## config.mk

```make
export PLATFORM = sky130hd
export DESIGN_NAME = utf8_stream_validator_core
export DESIGN_NICKNAME = d
export VERILOG_FILES = /design/src/hdl/usv_pkg.sv /design/src/hdl/usv_front.sv /design/src/hdl/usv_queue.sv /design/src/hdl/usv_back.sv /design/src/hdl/utf8_stream_validator_core.sv
export SDC_FILE = /design/constraint.sdc
export NUM_CORES = 1
export LEC_CHECK = 0
export BUFFER_PORTS_ARGS = -buffer_cell sky130_fd_sc_hd__buf_2
export CORE_MARGIN = 3
export CORE_UTILIZATION = 54
export DETAILED_ROUTE_END_ITERATION = 16
export GPL_ROUTABILITY_DRIVEN = 0
export GPL_TIMING_DRIVEN = 1
export PLACE_DENSITY_LB_ADDON = 0.2
export SLEW_MARGIN = 20
export SYNTH_ARGS = -nofsm -noshare
export SYNTH_HDL_FRONTEND = slang
export SYNTH_SLANG_ARGS = --single-unit
```

## constraint.sdc

```tcl
create_clock -name clk -period 2.65 [get_ports clk]
set_clock_uncertainty 0.15 [all_clocks]
set_input_delay 0.3975 -clock clk [delete_from_list [all_inputs] [get_ports clk]]
set_output_delay 0.3975 -clock clk [all_outputs]
set_load 0.01 [all_outputs]
```

## src/hdl/usv_pkg.sv

```systemverilog
package usv_pkg;

    localparam int QUEUE_DEPTH = 4;
    localparam int QUEUE_AW    = $clog2(QUEUE_DEPTH);

    typedef enum logic [2:0] {
        V_VALID    = 3'd0,
        V_ASCII    = 3'd1,
        V_BAD_LEAD = 3'd2,
        V_BAD_CONT = 3'd3,
        V_TRUNC    = 3'd4
    } verdict_t;

    // classified word handed from front to back
    typedef struct packed {
        logic       top_bit;
        logic       is_cont;
        logic       bad_lead;
        logic [2:0] pend_init;
        logic       last;
    } cls_t;

    typedef struct packed {
        logic       all_ascii;
        logic [2:0] pending;
        verdict_t   first_error;
    } back_status_t;

endpackage

```

## src/hdl/usv_front.sv

```systemverilog
module usv_front #(
    parameter int MAX_SEQ_LEN = 6
) (
    input  logic          [7:0] data_byte,
    input  logic                last_byte,
    output usv_pkg::cls_t       cls
);
    import usv_pkg::*;

    logic [3:0] lead_n;
    logic       run;

    always_comb
    begin
        lead_n = 4'd0;
        run    = 1'b1;
        for (int i = 7; i >= 0; i--)
        begin
            if (run && data_byte[i])
            begin
                lead_n = lead_n + 4'd1;
            end
            else
            begin
                run = 1'b0;
            end
        end
    end

    always_comb
    begin
        cls.top_bit   = data_byte[7];
        cls.is_cont   = (data_byte[7:6] == 2'b10);
        cls.bad_lead  = (lead_n < 4'd2) || (lead_n > 4'(MAX_SEQ_LEN));
        cls.pend_init = 3'(lead_n - 4'd1);
        cls.last      = last_byte;
    end

endmodule

```

## src/hdl/usv_queue.sv

```systemverilog
module usv_queue (
    input  logic          clk,
    input  logic          rst_n,
    input  logic          wr_en,
    input  usv_pkg::cls_t wr_data,
    input  logic          rd_en,
    output usv_pkg::cls_t rd_data,
    output logic          q_full,
    output logic          q_empty
);
    import usv_pkg::*;

    cls_t                mem_reg [QUEUE_DEPTH];
    logic [QUEUE_AW-1:0] wr_ptr_reg, wr_ptr_next;
    logic [QUEUE_AW-1:0] rd_ptr_reg, rd_ptr_next;
    logic [QUEUE_AW:0]   count_reg, count_next;

    assign q_full  = (count_reg == (QUEUE_AW+1)'(QUEUE_DEPTH));
    assign q_empty = (count_reg == '0);
    assign rd_data = mem_reg[rd_ptr_reg];

    always_comb
    begin
        wr_ptr_next = wr_ptr_reg;
        rd_ptr_next = rd_ptr_reg;
        count_next  = count_reg;
        if (wr_en)
        begin
            wr_ptr_next = (wr_ptr_reg == QUEUE_AW'(QUEUE_DEPTH - 1)) ? '0 : wr_ptr_reg + 1'b1;
        end
        if (rd_en)
        begin
            rd_ptr_next = (rd_ptr_reg == QUEUE_AW'(QUEUE_DEPTH - 1)) ? '0 : rd_ptr_reg + 1'b1;
        end
        if (wr_en && !rd_en)
        begin
            count_next = count_reg + 1'b1;
        end
        else if (rd_en && !wr_en)
        begin
            count_next = count_reg - 1'b1;
        end
    end

    always_ff @(posedge clk or negedge rst_n)
    begin
        if (!rst_n)
        begin
            wr_ptr_reg <= '0;
            rd_ptr_reg <= '0;
            count_reg  <= '0;
        end
        else
        begin
            wr_ptr_reg <= wr_ptr_next;
            rd_ptr_reg <= rd_ptr_next;
            count_reg  <= count_next;
        end
    end

    always_ff @(posedge clk)
    begin
        if (wr_en)
        begin
            mem_reg[wr_ptr_reg] <= wr_data;
        end
    end

endmodule

```

## src/hdl/usv_back.sv

```systemverilog
module usv_back (
    input  logic                  clk,
    input  logic                  rst_n,
    input  usv_pkg::cls_t         cls,
    input  logic                  cls_avail,
    output logic                  cls_take,
    input  logic                  pop,
    output logic                  empty,
    output logic                  is_utf8,
    output logic            [2:0] verdict_code,
    output usv_pkg::back_status_t status
);
    import usv_pkg::*;

    logic       all_ascii_reg, all_ascii_next;
    logic [2:0] pending_reg, pending_next;
    verdict_t   err_reg, err_next;
    logic       out_valid_reg, out_valid_next;
    verdict_t   out_code_reg, out_code_next;
    verdict_t   verdict;

    assign cls_take = cls_avail && (!cls.last || !out_valid_reg || pop);

    always_comb
    begin
        all_ascii_next = all_ascii_reg & ~cls.top_bit;
        pending_next   = pending_reg;
        err_next       = err_reg;
        if (err_reg == V_VALID)
        begin
            if (pending_reg == 3'd0)
            begin
                if (cls.top_bit)
                begin
                    if (cls.bad_lead)
                    begin
                        err_next = V_BAD_LEAD;
                    end
                    else
                    begin
                        pending_next = cls.pend_init;
                    end
                end
            end
            else if (!cls.is_cont)
            begin
                err_next = V_BAD_CONT;
            end
            else
            begin
                pending_next = pending_reg - 3'd1;
            end
        end

        if (err_next != V_VALID)
        begin
            verdict = err_next;
        end
        else if (all_ascii_next)
        begin
            verdict = V_ASCII;
        end
        else if (pending_next != 3'd0)
        begin
            verdict = V_TRUNC;
        end
        else
        begin
            verdict = V_VALID;
        end

        out_valid_next = out_valid_reg && !pop;
        out_code_next  = out_code_reg;
        if (cls_take && cls.last)
        begin
            out_valid_next = 1'b1;
            out_code_next  = verdict;
            all_ascii_next = 1'b1;
            pending_next   = 3'd0;
            err_next       = V_VALID;
        end
    end

    always_ff @(posedge clk or negedge rst_n)
    begin
        if (!rst_n)
        begin
            all_ascii_reg <= 1'b1;
            pending_reg   <= 3'd0;
            err_reg       <= V_VALID;
            out_valid_reg <= 1'b0;
        end
        else
        begin
            if (cls_take)
            begin
                all_ascii_reg <= all_ascii_next;
                pending_reg   <= pending_next;
                err_reg       <= err_next;
            end
            out_valid_reg <= out_valid_next;
        end
    end

    always_ff @(posedge clk)
    begin
        out_code_reg <= out_code_next;
    end

    assign empty        = !out_valid_reg;
    assign verdict_code = out_code_reg;
    assign is_utf8      = (out_code_reg == V_VALID);

    assign status.all_ascii   = all_ascii_reg;
    assign status.pending     = pending_reg;
    assign status.first_error = err_reg;

endmodule

```

## src/hdl/utf8_stream_validator_core.sv

```systemverilog
// Path: pushed words pass through the queue; the back end registers each last word's verdict.
// Throughput: one word per cycle, set by the back end's state update, unless a last
//   word waits for an unpopped verdict; a four-entry queue between classifier and
//   back end absorbs result-side stalls.
// Reset (rst_n low, asynchronous): queue emptied, no verdict waiting, string state cleared.
module utf8_stream_validator_core #(
    parameter int MAX_SEQ_LEN = 6
) (
    input  logic       clk,
    input  logic       rst_n,
    input  logic [7:0] data_byte,
    input  logic       last_byte,
    input  logic       push,
    output logic       full,
    input  logic       pop,
    output logic       empty,
    output logic       is_utf8,
    output logic [2:0] verdict_code
);
    import usv_pkg::*;

    cls_t         front_cls;
    cls_t         head_cls;
    logic         q_empty;
    logic         take;
    back_status_t status;

    usv_front #(
        .MAX_SEQ_LEN(MAX_SEQ_LEN)
    ) u_front (
        .data_byte(data_byte),
        .last_byte(last_byte),
        .cls      (front_cls)
    );

    usv_queue u_queue (
        .clk    (clk),
        .rst_n  (rst_n),
        .wr_en  (push && !full),
        .wr_data(front_cls),
        .rd_en  (take),
        .rd_data(head_cls),
        .q_full (full),
        .q_empty(q_empty)
    );

    usv_back u_back (
        .clk         (clk),
        .rst_n       (rst_n),
        .cls         (head_cls),
        .cls_avail   (!q_empty),
        .cls_take    (take),
        .pop         (pop),
        .empty       (empty),
        .is_utf8     (is_utf8),
        .verdict_code(verdict_code),
        .status      (status)
    );

    a_utf8_flag: assert property (@(posedge clk) disable iff (!rst_n)
        !empty |-> (is_utf8 == (verdict_code == V_VALID)))
        else $error("is_utf8 disagrees with verdict");

    a_code_range: assert property (@(posedge clk) disable iff (!rst_n)
        !empty |-> (verdict_code <= V_TRUNC))
        else $error("verdict code out of range");

    a_ascii_clean: assert property (@(posedge clk) disable iff (!rst_n)
        status.all_ascii |-> (status.pending == 3'd0 && status.first_error == V_VALID))
        else $error("all-ascii string holds pending or error state");

    a_held_verdict: assert property (@(posedge clk) disable iff (!rst_n)
        (!empty && !pop) |=> (!empty && $stable(verdict_code)))
        else $error("waiting verdict lost or changed");

endmodule
```

==> results.toml <==
[routing]
route.vias.total = 1885
ant_nets = 0
drt_pass1_iterations = 4
drt-vias-per-instance = 5.51
first_iter_violations = 76
route.detailed.drc = 0
wire_per_inst_um = 14.3
drt-total-wl_um = 4890

[logic_synthesis]
seq_area_frac_synth = 0.502
synth_top_cell_by_area = "edfxtp_1"
ys_seq_elements = 46
synth_area_um2 = 2600
synth_edf_count = 31
yosys-top-cells-count = "31 x edfxtp_1, 27 x nand2_1, 19 x nor2_1, 17 x inv_1, 15 x ha_1"
synth_ff_type = "edfxtp_1"
synthTopCellsByArea = "edfxtp_1 36%, dfrtp_1 13%, ha_1 7.2%"
yosysMostFrequentCell = "edfxtp_1"
async_reset_ff_frac = 0.326
ys_warn_count = 0
syn_nets = 253
yosysTopAreaCellShare = 0.357
yosysUniqueCellTypes = 50
synth_area_per_cell_um2 = 11.6
syn_inst = 224

[sta]
finalHoldViolations = 0
worst_slack_ps = -1730
setup_viol = 12
fin_crit_ps = 4380
fin_hold_ws_ps = 163
rsz0062_at_grt = "true"
drv_slew = 0
fmax_mhz = 228
fin_crit_sh = 1.65
fin_setup_tns_ps = -17880
tightest_slew_ps = 458
maxSlewHeadroom = 0.694

[global_routing]
grt_remaining_overflow = 0
grt_pass1_vias = 1776
grt_antenna_before_repair = 0
grt_util_all_layers = 0.190
grt_pass1_wl_um = 8070
grt_max_degree = 16

[power_and_ir_drop]
power_mw = 2.95
power_density_nw_per_um2 = 895
ir_worst_vdd_mv = 0.599
p_leak_nw = 1.43

[cts]
clkLatencyLatePin_ps = 300
clkTransAtPathRegs_ps = 80
root_buffer = "clkbuf_8"
cts_max_level = 2
clock_path_buffers = 2
cts.sinks = 46
cts_inserted_buffers = 5
cts_tree = "yes"

[place]
hpwl_um = 3710
place_area_um2 = 3030
place_ws_ps = -2130
io_buffers = 18
placedCellCount = 324

[critical_path]
slowest_stage = "ha_1"
cp.required_ps = 2620
r2r_cells = 7
ff2ff_setup_slack_ps = 150
worstPathCellList = "buf_8 -> a21boi_4 -> ha_4 -> nor2_4 -> nor2_2 -> ha_1 -> mux2_4 -> ha_4 -> mux2i_1 -> a21oi_1 -> o21a_1 -> ha_1 -> mux2_4 -> ha_4 -> and4b_1 -> a211o_1 -> a211o_1 -> a211o_1 -> a211o_1 -> o211ai_2"
cpPeakStageDelay_ps = 300
cp_top_family = "compound AO/OA/AOI/OAI gates"
endpoint_kind = "register"
crit_type = "in -> reg"
path_buf_inv = 1
cp_max_fo = 4
timing.rr.start = "u_queue.rd_ptr_reg[0]"
cp_common_cell = "a211o_1"
startpoint_type = "input port"
critPathArrivalTime_ps = 4350
worstReg2RegEnd = "u_queue.count_reg[1]"

[floorplanning]
die_area_um2 = 5690
die_w_um = 75.5
coreArea_um2 = 4500
start_util = 0.578
num_io_pins = 19
dieHeight_um = 75.5
core.rowCount = 24

[final_layout]
final_core_util = 0.733
drive_above_1_share = 0.362
fin_cells = 342
nNetsFinal = 318
antennaDiodeCount = 0
syn2layout_area_growth_pct = 26.7
fin_area_um2 = 3300
largest_register_ffs = 28

[worst_hold_path]
min_path_cells = 1
hold_class = "in -> reg"
min-delay-start = "last_byte"
min_to = "u_queue.mem_reg[3][0]"

[run_status]
violations = "setup timing"
outcome = "complete, but fails checks"

[flow_run]
maxCapViolCount = 0
area by class of cell:
class                      count  area, µm²
sequential                    46       1310
clock inverter                 1       6.26
inverter                      17       63.8
timing repair buffer          63        453
tap                           52       65.1
multi-input combinational    156       1310
fill                         299       1200
clock buffer                   7       97.6
placed cells by master, fill, tap and decap left out, drive strengths merged, types with 2 or more instances in the layout:
cell type,instances
nor3,4
and3,3
o21ai,7
inv,18
mux2i,6
o2111ai,3
clkbuf,7
nor2b,4
nand3,5
dfrtp,14
buf,62
nand2b,4
and2,6
nand2,27
a211o,4
a21oi,3
ha,15
o21a,2
and3b,2
nor2,20
xor2,5
or3,2
mux2,4
mux4,7
nand4,5
edfxtp,31
a21boi,3
layer usage:
layer | global-route usage | share of wire | wire (µm)
met1 | 0.248 | 0.46 | 2240
met2 | 0.321 | 0.50 | 2430
met3 | 0.0396 | 0.026 | 129
met4 | 0.0583 | 0.019 | 93
met5 | 0 | 0 | 0
worst register-to-register path, cell delays in order (launching register included):
cell and delay (ps):
dfrtp_1 410, mux4_2 540, o21ai_1 190, inv_1 110, ha_1 240, inv_1 70
fa_1 410, mux2_2 270
repair_timing:
action	4_1_cts	5_1_grt
pin swaps	4	3
endpoints found under the setup margin	12	12
setup buffers	5	4
gates resized for setup	8	12
hold buffers	1	0
hold endpoints to repair	14	0
power breakdown:
group | leakage [nW] | internal [mW] | switching [mW]
combinational | 0.905 | 0.653 | 0.700
sequential | 0.470 | 1.02 | 0.112
clock | 0.0539 | 0.244 | 0.228
how the worst max path moves through the flow:
stage                            start                    end  slack, ps  depth (start not counted)
after floorplan           data_byte[7]  u_queue.mem_reg[0][4]      -1860                         19
after global placement    data_byte[7]  u_queue.mem_reg[2][3]      -2050                         20
after detailed placement  data_byte[7]  u_queue.mem_reg[1][4]      -2130                         20
after CTS                 data_byte[7]  u_queue.mem_reg[1][4]      -1730                         20
after global routing      data_byte[7]  u_queue.mem_reg[2][4]      -1870                         20
final                     data_byte[6]  u_queue.mem_reg[3][4]      -1730                         20
kinds of logic after synthesis:
group                    synth area share
AND/OR/NAND/NOR                     0.170
flip-flops                          0.502
AO/OA/AOI/OAI                      0.0922
buffers and inverters              0.0355
multiplexers                        0.101
adder cells (fa/ha/maj)            0.0797
XOR/XNOR                           0.0202
Power figures use the tool's default switching activity.
